--- config.mk ---
export PLATFORM = sky130hd
export DESIGN_NAME = x10_rf_pulse_interval_decoder_core
export DESIGN_NICKNAME = d
export VERILOG_FILES = /design/src/hdl/x10rf_pkg.sv /design/src/hdl/x10_rf_pulse_interval_decoder_core.sv /design/src/hdl/x10rf_regs.sv
export SDC_FILE = /design/constraint.sdc
export NUM_CORES = 1
export LEC_CHECK = 0
export BUFFER_PORTS_ARGS = -buffer_cell sky130_fd_sc_hd__buf_2
export CAP_MARGIN = 20
export CORE_MARGIN = 3
export CORE_UTILIZATION = 55
export DETAILED_ROUTE_END_ITERATION = 10
export PLACE_DENSITY = 0.84
export SLEW_MARGIN = 20
export SYNTH_ARGS = -nofsm -noshare
export SYNTH_HDL_FRONTEND = slang
export SYNTH_SLANG_ARGS = --single-unit
--- constraint.sdc ---
create_clock -name clk -period 10.4 [get_ports clk]
set_clock_uncertainty 0.1 [all_clocks]
set_input_delay 0.52 -clock clk [delete_from_list [all_inputs] [get_ports clk]]
set_output_delay 0.52 -clock clk [all_outputs]
set_load 0.01 [all_outputs]
--- src/hdl/x10rf_pkg.sv ---
// Shared constants, types and helper functions of the pulse interval decoder.
`default_nettype none

package x10rf_pkg;

    // Frame and datapath widths
    localparam int FRAME_BITS = 32;
    localparam int TIME_W     = 32;
    localparam int WIN_W      = 20;
    localparam int WORD_W     = 32;
    localparam int BYTE_W     = 8;
    localparam int IDX_W      = $clog2(WORD_W);
    localparam int POS_W      = $clog2(FRAME_BITS + 1);

    // Configuration port geometry
    localparam int REG_COUNT = 7;
    localparam int SEL_W     = $clog2(REG_COUNT);
    localparam int ADDR_W    = SEL_W + 2;
    localparam int DATA_W    = 32;

    // Register indexes
    localparam logic [SEL_W-1:0] REG_START_REPEAT_MIN = SEL_W'(0);
    localparam logic [SEL_W-1:0] REG_START_MAX        = SEL_W'(1);
    localparam logic [SEL_W-1:0] REG_START_ARM_MIN    = SEL_W'(2);
    localparam logic [SEL_W-1:0] REG_ONE_MIN          = SEL_W'(3);
    localparam logic [SEL_W-1:0] REG_ONE_MAX          = SEL_W'(4);
    localparam logic [SEL_W-1:0] REG_ZERO_MIN         = SEL_W'(5);
    localparam logic [SEL_W-1:0] REG_ZERO_MAX         = SEL_W'(6);

    // Register reset values, microseconds
    localparam logic [WIN_W-1:0] START_REPEAT_MIN_RST = WIN_W'(7000);
    localparam logic [WIN_W-1:0] START_MAX_RST        = WIN_W'(15000);
    localparam logic [WIN_W-1:0] START_ARM_MIN_RST    = WIN_W'(12000);
    localparam logic [WIN_W-1:0] ONE_MIN_RST          = WIN_W'(2000);
    localparam logic [WIN_W-1:0] ONE_MAX_RST          = WIN_W'(2600);
    localparam logic [WIN_W-1:0] ZERO_MIN_RST         = WIN_W'(1000);
    localparam logic [WIN_W-1:0] ZERO_MAX_RST         = WIN_W'(1400);

    // Result kinds
    localparam logic KIND_STANDARD = 1'b0;
    localparam logic KIND_SECURITY = 1'b1;

    // Security code signature
    localparam logic [BYTE_W-1:0] SEC_LOW_XOR  = 8'h0F;
    localparam logic [BYTE_W-1:0] SEC_HIGH_XOR = 8'hFF;

    typedef struct packed {
        logic [WIN_W-1:0] start_repeat_min;
        logic [WIN_W-1:0] start_max;
        logic [WIN_W-1:0] start_arm_min;
        logic [WIN_W-1:0] one_min;
        logic [WIN_W-1:0] one_max;
        logic [WIN_W-1:0] zero_min;
        logic [WIN_W-1:0] zero_max;
    } x10rf_win_t;

    // Mirror the bit order of one byte
    function automatic logic [BYTE_W-1:0] rev8(input logic [BYTE_W-1:0] v);
        logic [BYTE_W-1:0] r;
        for (int i = 0; i < BYTE_W; i++) begin
            r[i] = v[BYTE_W-1-i];
        end
        return r;
    endfunction

    // Inclusive window test; min above max matches nothing
    function automatic logic in_window(input logic [TIME_W-1:0] x,
                                       input logic [WIN_W-1:0]  lo,
                                       input logic [WIN_W-1:0]  hi);
        logic [TIME_W-1:0] lo_ext;
        logic [TIME_W-1:0] hi_ext;
        lo_ext = {{(TIME_W-WIN_W){1'b0}}, lo};
        hi_ext = {{(TIME_W-WIN_W){1'b0}}, hi};
        return (x >= lo_ext) && (x <= hi_ext);
    endfunction

endpackage

`default_nettype wire

--- src/hdl/x10_rf_pulse_interval_decoder_core.sv ---
// Top level of the X10 RF pulse interval decoder.
`default_nettype none

// Takes one rising-edge timestamp word per cycle while in_ready is high and decodes X10 RF
// pulse-distance frames: the interval since the previous edge is matched against the start,
// one and zero windows held in seven APB registers (register i at byte address 4*i), and a
// 32-bit frame that passes the standard or security code check yields one result word. An
// edge word is held in the input register, is decoded by a single stage of window compares
// and shift-word update, and lands in the result register; edges stream at one per cycle
// while results are taken. The result register lets one more edge be taken while a result
// waits.

module x10_rf_pulse_interval_decoder_core
    import x10rf_pkg::*;
(
    input  wire logic              clk,
    input  wire logic              rst_n,
    input  wire logic              psel,
    input  wire logic              penable,
    input  wire logic              pwrite,
    input  wire logic [ADDR_W-1:0] paddr,
    input  wire logic [DATA_W-1:0] pwdata,
    output logic      [DATA_W-1:0] prdata,
    output logic                   pready,
    input  wire logic              in_valid,
    output logic                   in_ready,
    input  wire logic [TIME_W-1:0] edge_time_us,
    output logic                   out_valid,
    input  wire logic              out_ready,
    output logic                   code_kind,
    output logic      [BYTE_W-1:0] byte_zero,
    output logic      [BYTE_W-1:0] byte_one,
    output logic      [BYTE_W-1:0] byte_two,
    output logic      [BYTE_W-1:0] byte_three
);

    x10rf_win_t win;

    // Control and frame state
    logic              stage_valid_reg;
    logic              stage_valid_next;
    logic              out_valid_reg;
    logic              out_valid_next;
    logic [TIME_W-1:0] last_time_reg;
    logic [TIME_W-1:0] last_time_next;
    logic [WORD_W-1:0] shift_reg;
    logic [WORD_W-1:0] shift_next;
    logic [POS_W-1:0]  pos_reg;
    logic [POS_W-1:0]  pos_next;

    // Payload registers
    logic [TIME_W-1:0] time_reg;
    logic              kind_reg;
    logic [BYTE_W-1:0] b0_reg;
    logic [BYTE_W-1:0] b1_reg;
    logic [BYTE_W-1:0] b2_reg;
    logic [BYTE_W-1:0] b3_reg;

    // Decode stage
    logic              in_fire;
    logic              advance;
    logic              fire;
    logic [TIME_W-1:0] len;
    logic              is_start;
    logic              is_arm;
    logic              is_one;
    logic              is_zero;
    logic [IDX_W-1:0]  bit_idx;
    logic [POS_W-1:0]  pos_dec;
    logic [WORD_W-1:0] word;
    logic [BYTE_W-1:0] b0;
    logic [BYTE_W-1:0] b1;
    logic [BYTE_W-1:0] b2;
    logic [BYTE_W-1:0] b3;
    logic              is_standard;
    logic              is_security;
    logic              emit;

    x10rf_regs u_regs (
        .clk     (clk),
        .rst_n   (rst_n),
        .psel    (psel),
        .penable (penable),
        .pwrite  (pwrite),
        .paddr   (paddr),
        .pwdata  (pwdata),
        .prdata  (prdata),
        .pready  (pready),
        .win     (win)
    );

    // Handshake: the stage moves whenever the result register is free or drains
    assign advance  = !out_valid_reg || out_ready;
    assign fire     = stage_valid_reg && advance;
    assign in_ready = !stage_valid_reg || advance;
    assign in_fire  = in_valid && in_ready;

    // Classify the interval
    assign len      = time_reg - last_time_reg;
    assign is_start = in_window(len, win.start_repeat_min, win.start_max);
    assign is_arm   = len >= {{(TIME_W-WIN_W){1'b0}}, win.start_arm_min};
    assign is_one   = in_window(len, win.one_min, win.one_max);
    assign is_zero  = in_window(len, win.zero_min, win.zero_max);

    // Bit slot of the current position
    assign pos_dec = pos_reg - POS_W'(1);
    assign bit_idx = IDX_W'(pos_dec);
    assign word    = is_one ? (shift_reg | (WORD_W'(1) << bit_idx)) : shift_reg;

    // Bit-reverse the bytes and check both code forms
    assign b0 = rev8(word[BYTE_W-1:0]);
    assign b1 = rev8(word[2*BYTE_W-1:BYTE_W]);
    assign b2 = rev8(word[3*BYTE_W-1:2*BYTE_W]);
    assign b3 = rev8(word[4*BYTE_W-1:3*BYTE_W]);
    assign is_security = ((b1 ^ b0) == SEC_LOW_XOR) && ((b3 ^ b2) == SEC_HIGH_XOR);
    assign is_standard = ((b1 & b0) == '0) && ((b3 & b2) == '0);

    // Next frame state
    always_comb
    begin
        shift_next = shift_reg;
        pos_next   = pos_reg;
        emit       = 1'b0;
        if (is_start)
        begin
            shift_next = '0;
            if (is_arm)
            begin
                pos_next = POS_W'(1);
            end
        end
        else if (pos_reg != '0)
        begin
            if (!is_one && !is_zero)
            begin
                pos_next = '0;
            end
            else
            begin
                shift_next = word;
                if (pos_reg >= POS_W'(FRAME_BITS))
                begin
                    pos_next = '0;
                    emit     = is_standard || is_security;
                end
                else
                begin
                    pos_next = pos_reg + POS_W'(1);
                end
            end
        end
    end

    assign last_time_next   = time_reg;
    assign stage_valid_next = in_fire ? 1'b1 : (fire ? 1'b0 : stage_valid_reg);
    assign out_valid_next   = advance ? (fire && emit) : out_valid_reg;

    // Control state and frame state
    always_ff @(posedge clk or negedge rst_n)
    begin
        if (!rst_n)
        begin
            stage_valid_reg <= 1'b0;
            out_valid_reg   <= 1'b0;
            last_time_reg   <= '0;
            shift_reg       <= '0;
            pos_reg         <= '0;
        end
        else
        begin
            stage_valid_reg <= stage_valid_next;
            out_valid_reg   <= out_valid_next;
            if (fire)
            begin
                last_time_reg <= last_time_next;
                shift_reg     <= shift_next;
                pos_reg       <= pos_next;
            end
        end
    end

    // Capture the edge word and the result word
    always_ff @(posedge clk)
    begin
        if (in_fire)
        begin
            time_reg <= edge_time_us;
        end
        if (fire && emit)
        begin
            kind_reg <= is_standard ? KIND_STANDARD : KIND_SECURITY;
            b0_reg   <= b0;
            b1_reg   <= b1;
            b2_reg   <= b2;
            b3_reg   <= b3;
        end
    end

    assign out_valid  = out_valid_reg;
    assign code_kind  = kind_reg;
    assign byte_zero  = b0_reg;
    assign byte_one   = b1_reg;
    assign byte_two   = b2_reg;
    assign byte_three = b3_reg;

endmodule

`default_nettype wire

--- src/hdl/x10rf_regs.sv ---
// APB register file holding the interval windows of the decoder.
`default_nettype none

module x10rf_regs
    import x10rf_pkg::*;
(
    input  wire logic              clk,
    input  wire logic              rst_n,
    input  wire logic              psel,
    input  wire logic              penable,
    input  wire logic              pwrite,
    input  wire logic [ADDR_W-1:0] paddr,
    input  wire logic [DATA_W-1:0] pwdata,
    output logic      [DATA_W-1:0] prdata,
    output logic                   pready,
    output x10rf_win_t             win
);

    x10rf_win_t       win_reg;
    x10rf_win_t       win_next;
    logic             wr_en;
    logic [SEL_W-1:0] sel;
    logic [WIN_W-1:0] wr_val;
    logic [WIN_W-1:0] rd_val;

    assign pready = 1'b1;
    assign wr_en  = psel && penable && pwrite && pready;
    assign sel    = paddr[ADDR_W-1:2];
    assign wr_val = pwdata[WIN_W-1:0];

    // Decode the write
    always_comb
    begin
        win_next = win_reg;
        if (wr_en)
        begin
            unique case (sel)
                REG_START_REPEAT_MIN: win_next.start_repeat_min = wr_val;
                REG_START_MAX:        win_next.start_max        = wr_val;
                REG_START_ARM_MIN:    win_next.start_arm_min    = wr_val;
                REG_ONE_MIN:          win_next.one_min          = wr_val;
                REG_ONE_MAX:          win_next.one_max          = wr_val;
                REG_ZERO_MIN:         win_next.zero_min         = wr_val;
                REG_ZERO_MAX:         win_next.zero_max         = wr_val;
                default:              win_next = win_reg;
            endcase
        end
    end

    always_ff @(posedge clk or negedge rst_n)
    begin
        if (!rst_n)
        begin
            win_reg.start_repeat_min <= START_REPEAT_MIN_RST;
            win_reg.start_max        <= START_MAX_RST;
            win_reg.start_arm_min    <= START_ARM_MIN_RST;
            win_reg.one_min          <= ONE_MIN_RST;
            win_reg.one_max          <= ONE_MAX_RST;
            win_reg.zero_min         <= ZERO_MIN_RST;
            win_reg.zero_max         <= ZERO_MAX_RST;
        end
        else
        begin
            win_reg <= win_next;
        end
    end

    // Read back
    always_comb
    begin
        unique case (sel)
            REG_START_REPEAT_MIN: rd_val = win_reg.start_repeat_min;
            REG_START_MAX:        rd_val = win_reg.start_max;
            REG_START_ARM_MIN:    rd_val = win_reg.start_arm_min;
            REG_ONE_MIN:          rd_val = win_reg.one_min;
            REG_ONE_MAX:          rd_val = win_reg.one_max;
            REG_ZERO_MIN:         rd_val = win_reg.zero_min;
            REG_ZERO_MAX:         rd_val = win_reg.zero_max;
            default:              rd_val = '0;
        endcase
    end

    assign prdata = {{(DATA_W-WIN_W){1'b0}}, rd_val};
    assign win    = win_reg;

endmodule

`default_nettype wire

==> run metrics <==
commonest non-fill, non-tap cell in the layout=nand2_1; max-cap violation count=0; Seq/Total Area, Yosys=41.3%; postcts setup bufs=0; Initial Util=55.9%; DP HPWL=roughly 35 mm; Worst path max stage delay=0.84 ns; fillers=~2,600; grt ovf=0; Hold Crit Class=in -> reg; hold path depth=1; TritonCTS clock tree=built; Ports=144; hold-critical path endpoint=last_time_next[17]; Register Area=approximately 7300 µm²; Post-Syn Area per Cell=around 9.7 µm²; Vias per Instance=6.22; Post-Route WL=48.3 mm; min-delay src=edge_time_us[17]; clock sink count=approximately 280; largest net degree at the start of global routing=89; Critical Path AT=between 8 and 9 ns; worst-margin pin slew=1.08 ns; final worst setup slack=just over 2 ns; Rel. slew slack=27.9%; flops & latches, synth=277; global-route wire length before repair=76.0 mm; setup tns final=0 ns; Worst Reg-to-Reg Cells=26; antenna-violating nets left=0; multi-input logic area=a little over 9000 µm²; DR WL/cell=20.5 µm; reg2reg end=byte_one[5]; pre-CTS worst setup slack=2.29 ns; CP required=~11 ns; vias in the first global route=between 10,000 and 15,000; Max VDD drop=0.160 mV; Cells after DPL=2,297; CP endpoint kind=flip-flop; P_leak=9.22 nW; htree depth=1; nets=about 2,200; crit-path max FO=33; Post-synth ARST share=76.5%; final cycle utilization of the critical path=80.6%; Post-synth EDFFs=65; CP dominant cell by count=ha_1; total global-route track usage=27.8%; routed vias=14,700; first drt pass iteration count=6; Die ar.=approximately 34,000 µm²; FP Rows=65; core area=31,600 µm²; initial antenna violation count=3; ys flop type=dfrtp_1; CTS buffer count=30; Non-Filler Instances=between 2,000 and 2,500; Cell Pwr Density=between 200 and 250 nW/µm²; Hold Violations, Final=0; clk slew on worst S/H paths=0.06 ns; CP startpoint kind=flip-flop; Max Fclk=119 MHz; Critical path origin=last_time_reg[10]; Util after Layout=62.3%; Final Critical Period=8.38 ns; Critical R2R Launch=last_time_reg[10]; worst skew pair latency=0.57 ns; layout cells sized above 1=around a fifth; yosys warns=0; Largest register FFs=140; DRT iter0 DRCs=1,480; Post-Syn Area=17,700 µm²; critical path's slowest cell=xnor2_1; Area Growth Syn to Fin=11.4%; synthesized netlist cell count=1,828; Crit Path Category=reg -> reg; IO buf count=~120; run status=finished clean; CTS root buf=clkbuf_16; unrepaired setup endpoints after global routing=no; CTS max path bufs=3; die width=185 µm; commonest cells after routing, fill and taps aside=188 x nand2_1, 187 x ha_1, 185 x inv_1; residual DRC count=0; Yosys cell types=slightly above 80; Final Setup Violations=0; WHS=0.0365 ns; Slew Limit Fails=0; gpl congestion=between 0.9 and 1; R2R setup slack=between 2 and 2.5 ns; die height=185 µm
-- per-stage QoR --
stage	total power, W	area, µm²
2_1_floorplan	0.00238	17700
3_3_place_gp	0.00280	18600
3_5_place_dp	0.00286	18700
4_1_cts	0.00397	19700
5_1_grt	0.00424	19700
6_report	0.00399	19700
-- kinds of logic after synthesis --
group,Yosys count,share of synthesized area (%)
xor+xnor,28,1.39
other cells,2,0.0425
fa+ha+maj,188,13.3
flops,277,41.3
simple gates,456,12.3
compound gates,487,17.6
buf+inv,279,6.52
mux,111,7.46
-- Yosys cell counts (19+ instances only) --
cell type | instances | share of area [%]
mux2_2 | 77 | 4.9
a21oi_1 | 91 | 2.6
inv_1 | 185 | 3.9
nor2_1 | 89 | 1.9
edfxtp_1 | 65 | 11
nand2_1 | 188 | 4.0
a21o_1 | 44 | 1.9
nor3_1 | 22 | 0.62
nand4_1 | 30 | 1.1
dfrtp_1 | 169 | 24
o21ai_0 | 153 | 4.3
clkbuf_1 | 57 | 1.2
dfstp_2 | 43 | 6.4
nor2b_1 | 19 | 0.67
nand3_1 | 24 | 0.68
mux2i_1 | 25 | 1.4
ha_1 | 187 | 13
o211ai_1 | 19 | 0.81
a31oi_1 | 27 | 0.96
-- report_power, final --
part	switching [W]	leakage [nW]	internal, W	total (W)
clock network	0.000451	0.500	0.000646	0.00110
registers	0.0000895	3.19	0.00129	0.00138
logic	0.000914	5.53	0.000597	0.00151
-- layer usage --
layer / GRT usage, % / vias up / share of wire, %
li1: - / 6795 / -
met3: 4.79 / 141 / 8.3
met2: 46.0 / 699 / 47
met1: 36.7 / 7040 / 41
met5: 0 / - / 0
met4: 10.8 / 0 / 4.1
-- worst max path at each step --
stage,endpoint,slack (ns),cells after the start
after floorplan,byte_one[0],1.94,27
after global routing,byte_three[2],1.70,26
final,byte_one[5],2.02,26
after CTS,byte_one[4],2.22,26
after global placement,byte_three[2],2.25,26
after detailed placement,byte_three[2],2.29,26
-- what timing repair did --
item	CTS	global route
endpoints found under the hold margin	72	0
hold buffers	1	0
endpoints found under the setup margin	0	0
resized for setup	0	0
-- critical path, delay by kind of cell, from the launching register on --
kind / cells / cell delay (ns)
flip-flops: 1 / 0.35
buffers and inverters: 2 / 0.45
AO/OA/AOI/OAI: 14 / 3.29
adder cells (fa/ha/maj): 3 / 0.95
XOR/XNOR: 1 / 0.84
AND/OR/NAND/NOR: 6 / 2.01
-- final cells by class --
type / count / share of cell area [%]
diodes: 4 / 0.0508
clock buffers: 40 / 4.48
clock inverters: 16 / 0.718
inverters: 185 / 3.52
multi-input cells: 1283 / 47.2
flip-flops and latches: 277 / 37.1
well taps: 402 / 2.55
repair buffers: 151 / 4.34
No activity file was read; power rests on OpenSTA's default activity.
